<file path="config.mk">
export PLATFORM = sky130hd
export DESIGN_NAME = srsc_ctrl
export DESIGN_NICKNAME = d
export VERILOG_FILES = /design/src/rtl/core/srsc_pkg.sv /design/src/rtl/core/srsc_ctrl.sv
export SDC_FILE = /design/constraint.sdc
export NUM_CORES = 1
export LEC_CHECK = 0
export BUFFER_PORTS_ARGS = -buffer_cell sky130_fd_sc_hd__buf_2
export CORE_MARGIN = 2
export CORE_UTILIZATION = 30
export CTS_CLUSTER_DIAMETER = 40
export DETAILED_ROUTE_END_ITERATION = 10
export GPL_TIMING_DRIVEN = 0
export SLEW_MARGIN = 20
export SYNTH_ARGS = -nofsm -noshare
export SYNTH_HDL_FRONTEND = slang
export SYNTH_SLANG_ARGS = --single-unit
</file>
<file path="constraint.sdc">
create_clock -name clk -period 7.6 [get_ports clk]
set_input_delay 1.52 -clock clk [delete_from_list [all_inputs] [get_ports clk]]
set_output_delay 1.52 -clock clk [all_outputs]
set_load 0.02 [all_outputs]
</file>
<file path="src/rtl/core/srsc_pkg.sv">
// Shared types and constants for the shadow return-stack checker.
// Depends on nothing; imported by every module of the block but srsc_frame_ram.
package srsc_pkg;

  localparam int STACK_DEPTH = 512;
  localparam int ADDR_WIDTH  = 64;
  localparam int FIELD_W     = 10;
  localparam int GAP_W       = 4;

  localparam int IDX_W  = (STACK_DEPTH > 1) ? $clog2(STACK_DEPTH) : 1;
  localparam int PTR_W  = $clog2(STACK_DEPTH + 1);
  localparam int CNT_W  = (PTR_W > FIELD_W) ? PTR_W : FIELD_W;

  localparam logic [GAP_W-1:0] GAP_RESET = GAP_W'(7);

  localparam logic OP_CALL   = 1'b0;
  localparam logic OP_RETURN = 1'b1;

  localparam logic [2:0] ST_PUSHED    = 3'd0;
  localparam logic [2:0] ST_MATCHED   = 3'd1;
  localparam logic [2:0] ST_IGNORED   = 3'd2;
  localparam logic [2:0] ST_OVERFLOW  = 3'd3;
  localparam logic [2:0] ST_UNDERFLOW = 3'd4;
  localparam logic [2:0] ST_HALTED    = 3'd5;

  typedef struct packed {
    logic        op;
    logic [63:0] address;
    logic        from_main_thread;
  } req_t;

  typedef struct packed {
    logic [2:0]         status;
    logic [FIELD_W-1:0] frames_skipped;
    logic [FIELD_W-1:0] stack_depth;
  } rsp_t;

endpackage

</file>
<file path="src/rtl/core/srsc_ctrl.sv">
// Sequencer of the checker: decodes requests, walks the frame RAM on a return
// and holds the result register. Depends on srsc_pkg.
module srsc_ctrl
  import srsc_pkg::*;
(
  input  logic                  clk,
  input  logic                  rst,
  input  logic                  req_valid,
  output logic                  req_stall,
  input  req_t                  req,
  output logic                  rsp_valid,
  input  logic                  rsp_stall,
  output rsp_t                  rsp,
  input  logic [GAP_W-1:0]      max_return_gap,
  output logic                  ram_en,
  output logic                  ram_we,
  output logic [IDX_W-1:0]      ram_addr,
  output logic [ADDR_WIDTH-1:0] ram_wdata,
  input  logic [ADDR_WIDTH-1:0] ram_rdata
);

  typedef enum logic [1:0] {S_IDLE, S_POP, S_FINISH} state_t;

  state_t                state;
  logic [CNT_W-1:0]      top;
  logic [CNT_W-1:0]      skipped;
  logic                  halted;
  logic [ADDR_WIDTH-1:0] target;
  rsp_t                  pend;

  logic [CNT_W-1:0]      top_dec;
  logic [CNT_W-1:0]      top_inc;
  logic [CNT_W-1:0]      skipped_inc;
  logic                  full;
  logic                  empty;
  logic                  accept;
  logic [ADDR_WIDTH-1:0] diff;
  logic                  gap_ok;
  logic                  is_push;

  assign top_dec     = top - CNT_W'(1);
  assign top_inc     = top + CNT_W'(1);
  assign skipped_inc = skipped + CNT_W'(1);
  assign full        = (top >= CNT_W'(STACK_DEPTH));
  assign empty       = (top == '0);
  assign req_stall   = (state != S_IDLE);
  assign accept      = req_valid && !req_stall;

  assign diff   = target - ram_rdata;
  assign gap_ok = (diff != '0) && (diff <= ADDR_WIDTH'(max_return_gap));

  assign is_push = !halted && req.from_main_thread && (req.op == OP_CALL) && !full;

  // Reads in the pop state are speculative: a match simply ignores them.
  always_comb begin
    ram_we    = accept && is_push;
    ram_en    = ram_we
             || (accept && !halted && req.from_main_thread && (req.op == OP_RETURN) && !empty)
             || ((state == S_POP) && !empty);
    ram_addr  = ram_we ? top[IDX_W-1:0] : top_dec[IDX_W-1:0];
    ram_wdata = req.address[ADDR_WIDTH-1:0];
  end

  always_ff @(posedge clk) begin
    if (rst) begin
      state     <= S_IDLE;
      top       <= '0;
      halted    <= 1'b0;
      rsp_valid <= 1'b0;
    end else begin
      if ((state == S_FINISH) && (!rsp_valid || !rsp_stall)) begin
        rsp_valid <= 1'b1;
      end else if (rsp_valid && !rsp_stall) begin
        rsp_valid <= 1'b0;
      end
      unique case (state)
        S_IDLE: begin
          if (accept) begin
            target  <= req.address[ADDR_WIDTH-1:0];
            skipped <= '0;
            if (halted) begin
              pend  <= '{ST_HALTED, '0, top[FIELD_W-1:0]};
              state <= S_FINISH;
            end else if (!req.from_main_thread) begin
              pend  <= '{ST_IGNORED, '0, top[FIELD_W-1:0]};
              state <= S_FINISH;
            end else if (req.op == OP_CALL) begin
              state <= S_FINISH;
              if (full) begin
                pend <= '{ST_OVERFLOW, '0, top[FIELD_W-1:0]};
              end else begin
                top  <= top_inc;
                pend <= '{ST_PUSHED, '0, top_inc[FIELD_W-1:0]};
              end
            end else if (empty) begin
              halted <= 1'b1;
              pend   <= '{ST_UNDERFLOW, '0, '0};
              state  <= S_FINISH;
            end else begin
              top   <= top_dec;
              state <= S_POP;
            end
          end
        end
        S_POP: begin
          if (gap_ok) begin
            pend  <= '{ST_MATCHED, skipped[FIELD_W-1:0], top[FIELD_W-1:0]};
            state <= S_FINISH;
          end else if (empty) begin
            halted <= 1'b1;
            pend   <= '{ST_UNDERFLOW, skipped_inc[FIELD_W-1:0], '0};
            state  <= S_FINISH;
          end else begin
            skipped <= skipped_inc;
            top     <= top_dec;
          end
        end
        S_FINISH: begin
          if (!rsp_valid || !rsp_stall) begin
            rsp   <= pend;
            state <= S_IDLE;
          end
        end
        default: state <= S_IDLE;
      endcase
    end
  end

endmodule

</file>
* Yosys cells after proc, flatten, opt, wreduce, memory -nomap -nowiden *
Index checks and enable logic that the tools add are counted.

word-level totals
  flip-flop bits (word level) = 134
  bits in latches = 0
  memory bits (writable) = 0
  memory bits (read-only) = 0
  word-level logic and storage cells = 108
  memories kept = 0

operators by class
  $add $sub $neg = 4
  multipliers = 0
  divide/modulo/power cells = 0
  order comparisons = 2
  eq/ne operators = 12
  shift operators = 0
  mux-type cells = 41
  bitwise operators = 2
  reductions and logical operators = 35

operator list
  operator                                                              number
  23-bit 2-to-1 mux                                                     7
  10-bit 2-to-1 mux                                                     10
  64-bit by 4-bit less-or-equal comparator with 1-bit output            1
  64-bit nonzero test                                                   1
  64-bit subtractor                                                     1
  23-bit case mux with 2 select lines                                   1
  10-bit case mux with 2 select lines                                   2
  22-bit 2-to-1 mux                                                     1
  10-bit by 1-bit adder with 10-bit output, second input constant       2
  2-bit 2-to-1 mux                                                      8
  1-bit logical AND                                                     13
  2-bit inequality test, second input constant                          6
  10-bit >= comparator, second input constant                           1
  10-bit logical NOT                                                    1
  5-bit AND reduction                                                   2
  10-bit by 1-bit subtractor with 10-bit output, second input constant  1
  1-bit 2-to-1 mux                                                      9
  9-bit 2-to-1 mux                                                      1
  3-bit AND reduction                                                   3
  1-bit logical NOT                                                     6
  3-bit inequality test, second input constant                          2
  2-bit case mux with 3 select lines                                    1
  6-bit AND reduction                                                   1
  2-bit nonzero test                                                    3
  other kinds (9)                                                       12

* Longest topological paths before layout *
Gate-level depths: netlist of run 1.

  depth in word-level cells = 9
  gate-level depth with buffers = 19
  depth with buffers taken out = 17

* Worst setup path before layout of run 1 *
Ideal clock, no wire load.

  path type = input to register
  start = in ram_rdata[0]
  end = reg pend[0] (netlist bit) (enable)
  arrival time = 6.193 ns
  setup slack = 0.990 ns
  stages on the path = 15
  cells stage by stage = ha_1 fa_1 nand2b_1 a211oi_1 o21ai_0 a211oi_1 nor2_1 xor2_1 nand4_1 or4_1 or4_4 or3_1 buf_6 buf_6 a31oi_1

between the ends
  cells in the longest elaborated chain, start to end = 5

ends and longest elaborated chain
  item                                                                                               line             RTL
  from (decl)                                                                                        srsc_ctrl.sv:19  input logic [ADDR_WIDTH-1:0] ram_rdata
  64-bit subtractor (*)                                                                              srsc_ctrl.sv:49  assign diff = target - ram_rdata;
  64-bit by 4-bit less-or-equal comparator with 1-bit output or 64-bit nonzero test (tied branches)  srsc_ctrl.sv:50  assign gap_ok = (diff != '0) && (diff <= ADDR_WIDTH'(max_return_gap));
  1-bit logical AND (*)                                                                              srsc_ctrl.sv:50
  3-bit inequality test (no source line) (*)                                                         --
  5-bit AND reduction (no source line) (*)                                                           --
  to (signal assigned)                                                                               srsc_ctrl.sv:82  pend <= '{ST_HALTED, '0, top[FIELD_W-1:0]};
  to (signal assigned)                                                                               srsc_ctrl.sv:85  pend <= '{ST_IGNORED, '0, top[FIELD_W-1:0]};
  to (signal assigned)                                                                               srsc_ctrl.sv:90  pend <= '{ST_OVERFLOW, '0, top[FIELD_W-1:0]};
  to (decl)                                                                                          srsc_ctrl.sv:29  rsp_t pend;

Mark *: on every way between the ends. The rest lies on a longest branch, timed or not.
A chain may end at the register's enable or synchronous reset.

* Worst setup path in the final report of run 1 *
  start = in ram_rdata[28]
  end = reg pend[10] (netlist bit) (enable)

The elaborated chain is that of the path after synthesis.

==> results of run 1 <==
==> area by class of cell <==
| cell class | instances | area (sq um) | area share [%] |
|---|---|---|---|
| multi-input combinational | 997 | 6410 | 45.9 |
| sequential | 134 | 3880 | 27.8 |
| timing repair buffer | 241 | 1270 | 9.09 |
| buffer | 132 | 815 | 5.84 |
| tap | 511 | 639 | 4.58 |
| clock buffer | 17 | 425 | 3.05 |
| inverter | 98 | 368 | 2.64 |
| clock inverter | 15 | 139 | 0.996 |
| antenna | 1 | 2.50 | 0.0179 |
==> registers in the layout, indices dropped and copies added (netlist names) <==
signal	flops
rsp_valid	1
top	10
state	2
skipped	10
halted	1
pend	23
rsp	23
target	64
==> Yosys cell counts, types with 7 or more instances <==
cell type,n
edfxtp_1,120
a31oi_1,10
o21ai_0,57
and2_1,7
o221ai_1,9
buf_2,24
a211oi_1,12
nor4_1,9
and4_1,7
nand4_1,41
a21oi_1,115
o211ai_1,15
a21oi_2,7
o22ai_1,11
dfxtp_1,14
xnor2_1,29
a21o_1,10
o21a_1,23
mux2i_1,8
or3_1,11
nand3_1,27
nor2_1,128
nor3_1,46
inv_1,98
nand2b_1,10
and3_1,18
xor2_1,17
o31ai_1,10
nand2_1,134
ha_1,70
buf_4,69
clkbuf_1,32
o21ai_1,23
==> per-stage QoR <==
step	setup TNS, ns	utilization (%)	cell area, sq um
2_1_floorplan	0	-	11400
3_3_place_gp	-17.86	35.3	13300
5_1_grt	0	37.1	13900
6_report	0	37.1	13900
4_1_cts	0	37.1	13900
3_5_place_dp	0	35.6	13400
==> final timing paths <==
path,from,endpoint,slack (ns),cells past startpoint
worst max-delay path,ram_rdata[28],pend[10],1.18,18
worst min-delay path,pend[14],rsp[14],0.42,0
worst min register to register,pend[14],rsp[14],0.42,0
worst max register to register,target[28],pend[10],1.98,16
==> worst max-delay path, cell delays in order <==
cell and delay (ns):
buf_2 0.08, inv_1 0.04, ha_1 0.28, buf_2 0.19, a21oi_1 0.19, o21ai_0 0.24, a21oi_1 0.56, o221ai_1 0.36
a2111oi_0 0.76, nand4_1 0.18, nor3_1 0.37, and4_1 0.29, nand4_1 0.22, or3_1 0.43, buf_6 0.16, buf_6 0.15
a31oi_4 0.35, buf_16 0.21
==> routing by layer <==
metal | global-route usage (%) | vias up | wire (um)
li1 | - | 5486 | -
met4 | 6.25 | 2 | 697
met3 | 3.26 | 42 | 2620
met5 | 0 | - | 11
met1 | 28.2 | 5339 | 18500
met2 | 30.0 | 469 | 17200
==> power by group through the flow <==
stage	Clock, mW	Sequential (mW)	Combinational [mW]
floorplan	0	0.900	0.605
CTS	0.842	0.880	0.911
global route	0.862	0.884	1.01
global placement	0	0.901	0.888
detailed placement	0	0.896	0.904
finish	0.814	0.880	0.917
==> cells by family (layout without fill, tap and decap cells) <==
logic type | count (synthesis) | after routing | share of synthesized area, %
AND/OR/NAND/NOR | 475 | 475 | 20.2
adder cells (fa/ha/maj) | 71 | 71 | 7.83
other | 0 | 1 | 0
XOR/XNOR | 46 | 46 | 3.52
multiplexers | 11 | 11 | 0.995
buffers and inverters | 230 | 503 | 10.3
flip-flops | 134 | 134 | 33.9
AO/OA/AOI/OAI | 394 | 394 | 23.2
==> flow_summary_export.csv, run 1 <==
group,metric,value,unit
hold_path,min_path_type,"flip-flop to flip-flop",
place,pre_cts_ws,0.772,ns
die,num_rows,71,
place,port_buffers,236,
timing,worstMarginPinSlew,1.09,ns
global_routing,grt_pass1_vias,10600,
routing,drt_iter0_markers,826,
logic_synthesis,synth_nets,1570,
finish,syn_to_final_growth,21.9,%
power,switchingPower,0.995,mW
power,power.leakage,5.75,nW
logic_synthesis,ys_warn_count,0,
place,gp_congestion,0.939,
power,intPower,1.62,mW
power,ir_worst_vdd,169,uV
timing,min_period,6.42,ns
logic_synthesis,async_reset_ff_share,0,%
global_routing,grt_use_total,19.7,%
power,pwr-share-seq,33.7,%
routing,routed-via-count,11300,
clock_tree,cts_sinks,134,
timing,fin_worst_skew,0.0101,ns
logic_synthesis,synth-edff-count,120,
timing,timing.final.crit_share,84.5,%
critical_path,worstSetupPathType,"input pin to flip-flop",
timing,setup_viol,0,
timing,whs,0.419,ns
die,start_util,30.4,%
global_routing,grt_pass1_wl,59.5,mm
critical_path,cp-end-kind,"flip-flop",
finish,drive_above_1_share,25.3,%
logic_synthesis,synth_area,11400,sq um
power,total_power,2.61,mW
routing,wl_per_cell,18.2,um
clock_tree,clk_pin_slew,0.06,ns
die,die_w,199,um
run_status,outcome,"completed",
logic_synthesis,ys_seq_elements,134,
clock_tree,post_cts_resized,0,
place,dp_hpwl,31.6,mm
clock_tree,htree_levels,4,
logic_synthesis,synthFlopType,"edfxtp_1",
routing,drt-pass1-iter-count,5,
finish,final_common_cell,"buf_2",
clock_tree,cts_hold_buf,0,
routing,ant_nets,0,
logic_synthesis,synthDistinctLibCells,94,
job,maxCapViolCount,0,
logic_synthesis,post-synth-top-area-cell,"edfxtp_1",
finish,layout_common_cells,"buf_2, nand2_1, nor2_1",
timing,finalHoldViolCount,0,
power,power.share.switching,38.1,%
routing,viasPerCell,5.28,
timing,fin_ws,1.18,ns
die,die_h,199,um
clock_tree,cts_setup_buffers,0,
logic_synthesis,synthCells,1361,
finish,fill_cells,3930,
global_routing,grt_max_degree,27,
timing,slew_viol_final,0,
timing,clock.fmax,156,MHz
critical_path,crit_path_start_kind,"input pin",
place,dp_cells,2113,
critical_path,arrival,6.59,ns
routing,wl,39.1,mm
power,p_clk_share,31.2,%
clock_tree,tritoncts.num_buffers,17,
timing,slew_headroom,27.1,%
clock_tree,tritoncts,"done",
die,pin_count,238,
finish,final_nets,1830,
global_routing,antenna_found_initial,2,
clock_tree,insertion_delay,0.46,ns
global_routing,grt-ovfl-total,0,
logic_synthesis,synth.area.top_cells,"edfxtp_1, ha_1, a21oi_1",
critical_path,path_max_fanout,18,
logic_synthesis,syn_area_per_cell,8.41,sq um
clock_tree,clock-root-buffer,"clkbuf_16",
power,p_per_area,187,nW/um^2
clock_tree,cts_buffer_depth,2,
die,dieArea,39700,sq um
power,p_comb_share,35.1,%
die,placeableCoreArea,37600,sq um
timing,rsz0062_at_grt,"false",
routing,drc,0,
logic_synthesis,yosys.area.top_type_share,31.5,%
critical_path,worstPathRequired,7.77,ns
finish,final_cells,2146,
logic_synthesis,ys_seq_area_share,33.9,%
No activity file was read; power rests on OpenSTA's default activity.
==> run 2: changes to the inputs <==
==> constraint.sdc (replaced) <==
create_clock -name clk -period 5.3 [get_ports clk]
set_input_delay 1.06 -clock clk [delete_from_list [all_inputs] [get_ports clk]]
set_output_delay 1.06 -clock clk [all_outputs]
set_load 0.02 [all_outputs]
==> flow_summary_export.csv, run 2 (same netlist as run 1, synthesis figures left out) <==
group,metric,value,unit
timing,fin_worst_skew,0.0145,ns
global_routing,grt_max_degree,27,
timing,slew_viol_final,0,
clock_tree,htree_levels,4,
hold_path,min_path_type,"flip-flop to flip-flop",
place,dp_hpwl,31.0,mm
place,place_area,13300,sq um
clock_tree,clk_pin_slew,0.07,ns
clock_tree,insertion_delay,0.46,ns
die,placeableCoreArea,37600,sq um
timing,worstMarginPinSlew,1.06,ns
finish,final_nets,1843,
timing,clock.fmax,194,MHz
routing,routed-via-count,11300,
critical_path,r2r_start,"target[0]",
routing,viasPerCell,5.24,
global_routing,antenna_found_initial,3,
finish,final_common_cell,"buf_2",
timing,setup_viol,0,
timing,min_period,5.15,ns
place,port_buffers,236,
finish,layout_common_cells,"buf_2, nand2_1, nor2_1",
critical_path,worstRegToRegCells,18,
power,power.leakage,5.86,nW
timing,slew_headroom,28.8,%
clock_tree,tritoncts.num_buffers,17,
die,pin_count,238,
clock_tree,cts_sinks,134,
die,num_rows,71,
die,dieArea,39700,sq um
critical_path,worstPathRequired,5.46,ns
power,ir_worst_vdd,259,uV
power,p_per_area,268,nW/um^2
die,die_h,199,um
finish,largest_register,"target",
hold_path,whs_path_depth,0,
critical_path,r2r_slack,0.50,ns
die,die_w,199,um
critical_path,crit_start,"ram_rdata[0]",
finish,fill_cells,3943,
finish,final_cell_area,14300,sq um
routing,wl_per_cell,18.1,um
die,start_util,30.4,%
finish,syn_to_final_growth,24.8,%
critical_path,cp-end-kind,"flip-flop",
critical_path,rr_endpoint,"pend[8]",
routing,drt-pass1-iter-count,5,
critical_path,crit_path_end,"pend[8]",
routing,wl,39.1,mm
timing,finalHoldViolCount,0,
finish,largest_reg_flops,64,
global_routing,grt-ovfl-total,0,
timing,tns,0,ns
critical_path,path_max_fanout,11,
routing,ant_nets,0,
critical_path,worstSetupPathType,"input pin to flip-flop",
clock_tree,tritoncts,"done",
job,maxCapViolCount,0,
routing,drc,0,
global_routing,grt_pass1_wl,59.6,mm
finish,top_regs,"target: 64 flops, pend: 23 flops, rsp: 23 flops",
timing,timing.final.crit_share,97.2,%
clock_tree,clock-root-buffer,"clkbuf_16",
critical_path,arrival,5.32,ns
power,total_power,3.83,mW
clock_tree,cts_hold_buf,0,
place,gp_congestion,0.983,
clock_tree,cts_buffer_depth,2,
finish,utilization,38.0,%
global_routing,grt_use_total,19.5,%
timing,rsz0062_at_grt,"false",
routing,drt_iter0_markers,843,
finish,drive_above_1_share,27.8,%
run_status,outcome,"completed",
critical_path,crit_path_start_kind,"input pin",
global_routing,grt_pass1_vias,10700,
-- run 2: cell count changes in the layout (fill, tap and decap cells not counted), sizes merged --
cell      previous run  this run
diode                1         2
buf                341       352
a31oi               11        12
bufinv               0         1
clkbuf              49        50
clkinvlp             2         1
-- run 2: timing repair --
action | CTS | global route
gates cloned | 1 | 0
setup endpoints to repair | 58 | 53
gates resized for setup | 11 | 38
pin swaps | 2 | 10
buffers inserted | 3 | 10
-- run 2: worst min path at each step --
stage	startpoint	slack (ns)	endpoint
after floorplan	pend[0]	0.40	rsp[0]
after global placement	pend[0]	0.40	rsp[0]
after detailed placement	pend[19]	0.40	rsp[19]
after CTS	pend[19]	0.41	rsp[19]
after global routing	pend[15]	0.42	rsp[15]
final	pend[19]	0.42	rsp[19]
-- run 2: final cells by class --
type	instances	area [sq um]	share of cell area (%)
Timing Repair Buffer	253	1350	9.46
Clock inverter	15	160	1.12
Buffer	132	817	5.72
Inverter	98	368	2.58
Multi-Input combinational cell	998	6630	46.4
Sequential cell	134	3880	27.2
Tap cell	511	639	4.48
Clock buffer	17	425	2.98
Antenna cell	2	5.00	0.0351
-- run 2: critical path, cell delays in order --
cell and delay, ns:
buf_2 0.10, ha_1 0.23, fa_1 0.41, nand2b_1 0.25, a21o_1 0.25, a21boi_2 0.23, o211ai_1 0.16, o211a_2 0.21
a221o_1 0.42, a2111oi_4 0.39, and4_1 0.27, nand4_1 0.10, buf_4 0.17, or3_1 0.36, buf_6 0.16, buf_6 0.16
a31oi_4 0.17, buf_4 0.20
-- run 2: per-layer routing --
metal  track usage [%]  routed length [um]  vias to the layer above
met5                 0                   0                        -
met4              5.11                 503                        0
met3              3.75                2410                       31
met2              31.3               18100                      390
met1              26.9               18200                     5352
li1                  -                   -                     5536
-- run 2: through the flow --
stage	std cells	hold WS, ns	setup WS (ns)
final	2160	0.417	0.147
after global routing	2160	0.425	0.00437
after CTS	2148	0.410	0.0190
after detailed placement	2112	0.405	-1.28
after global placement	2108	0.402	-1.54
after floorplan	1361	0.400	0.0191
-- run 2: power breakdown --
group,total [mW],switching [mW],internal [mW]
registers,1.26,0.0292,1.23
logic,1.36,0.874,0.482
clock network,1.21,0.548,0.666
total,3.83,1.45,2.38
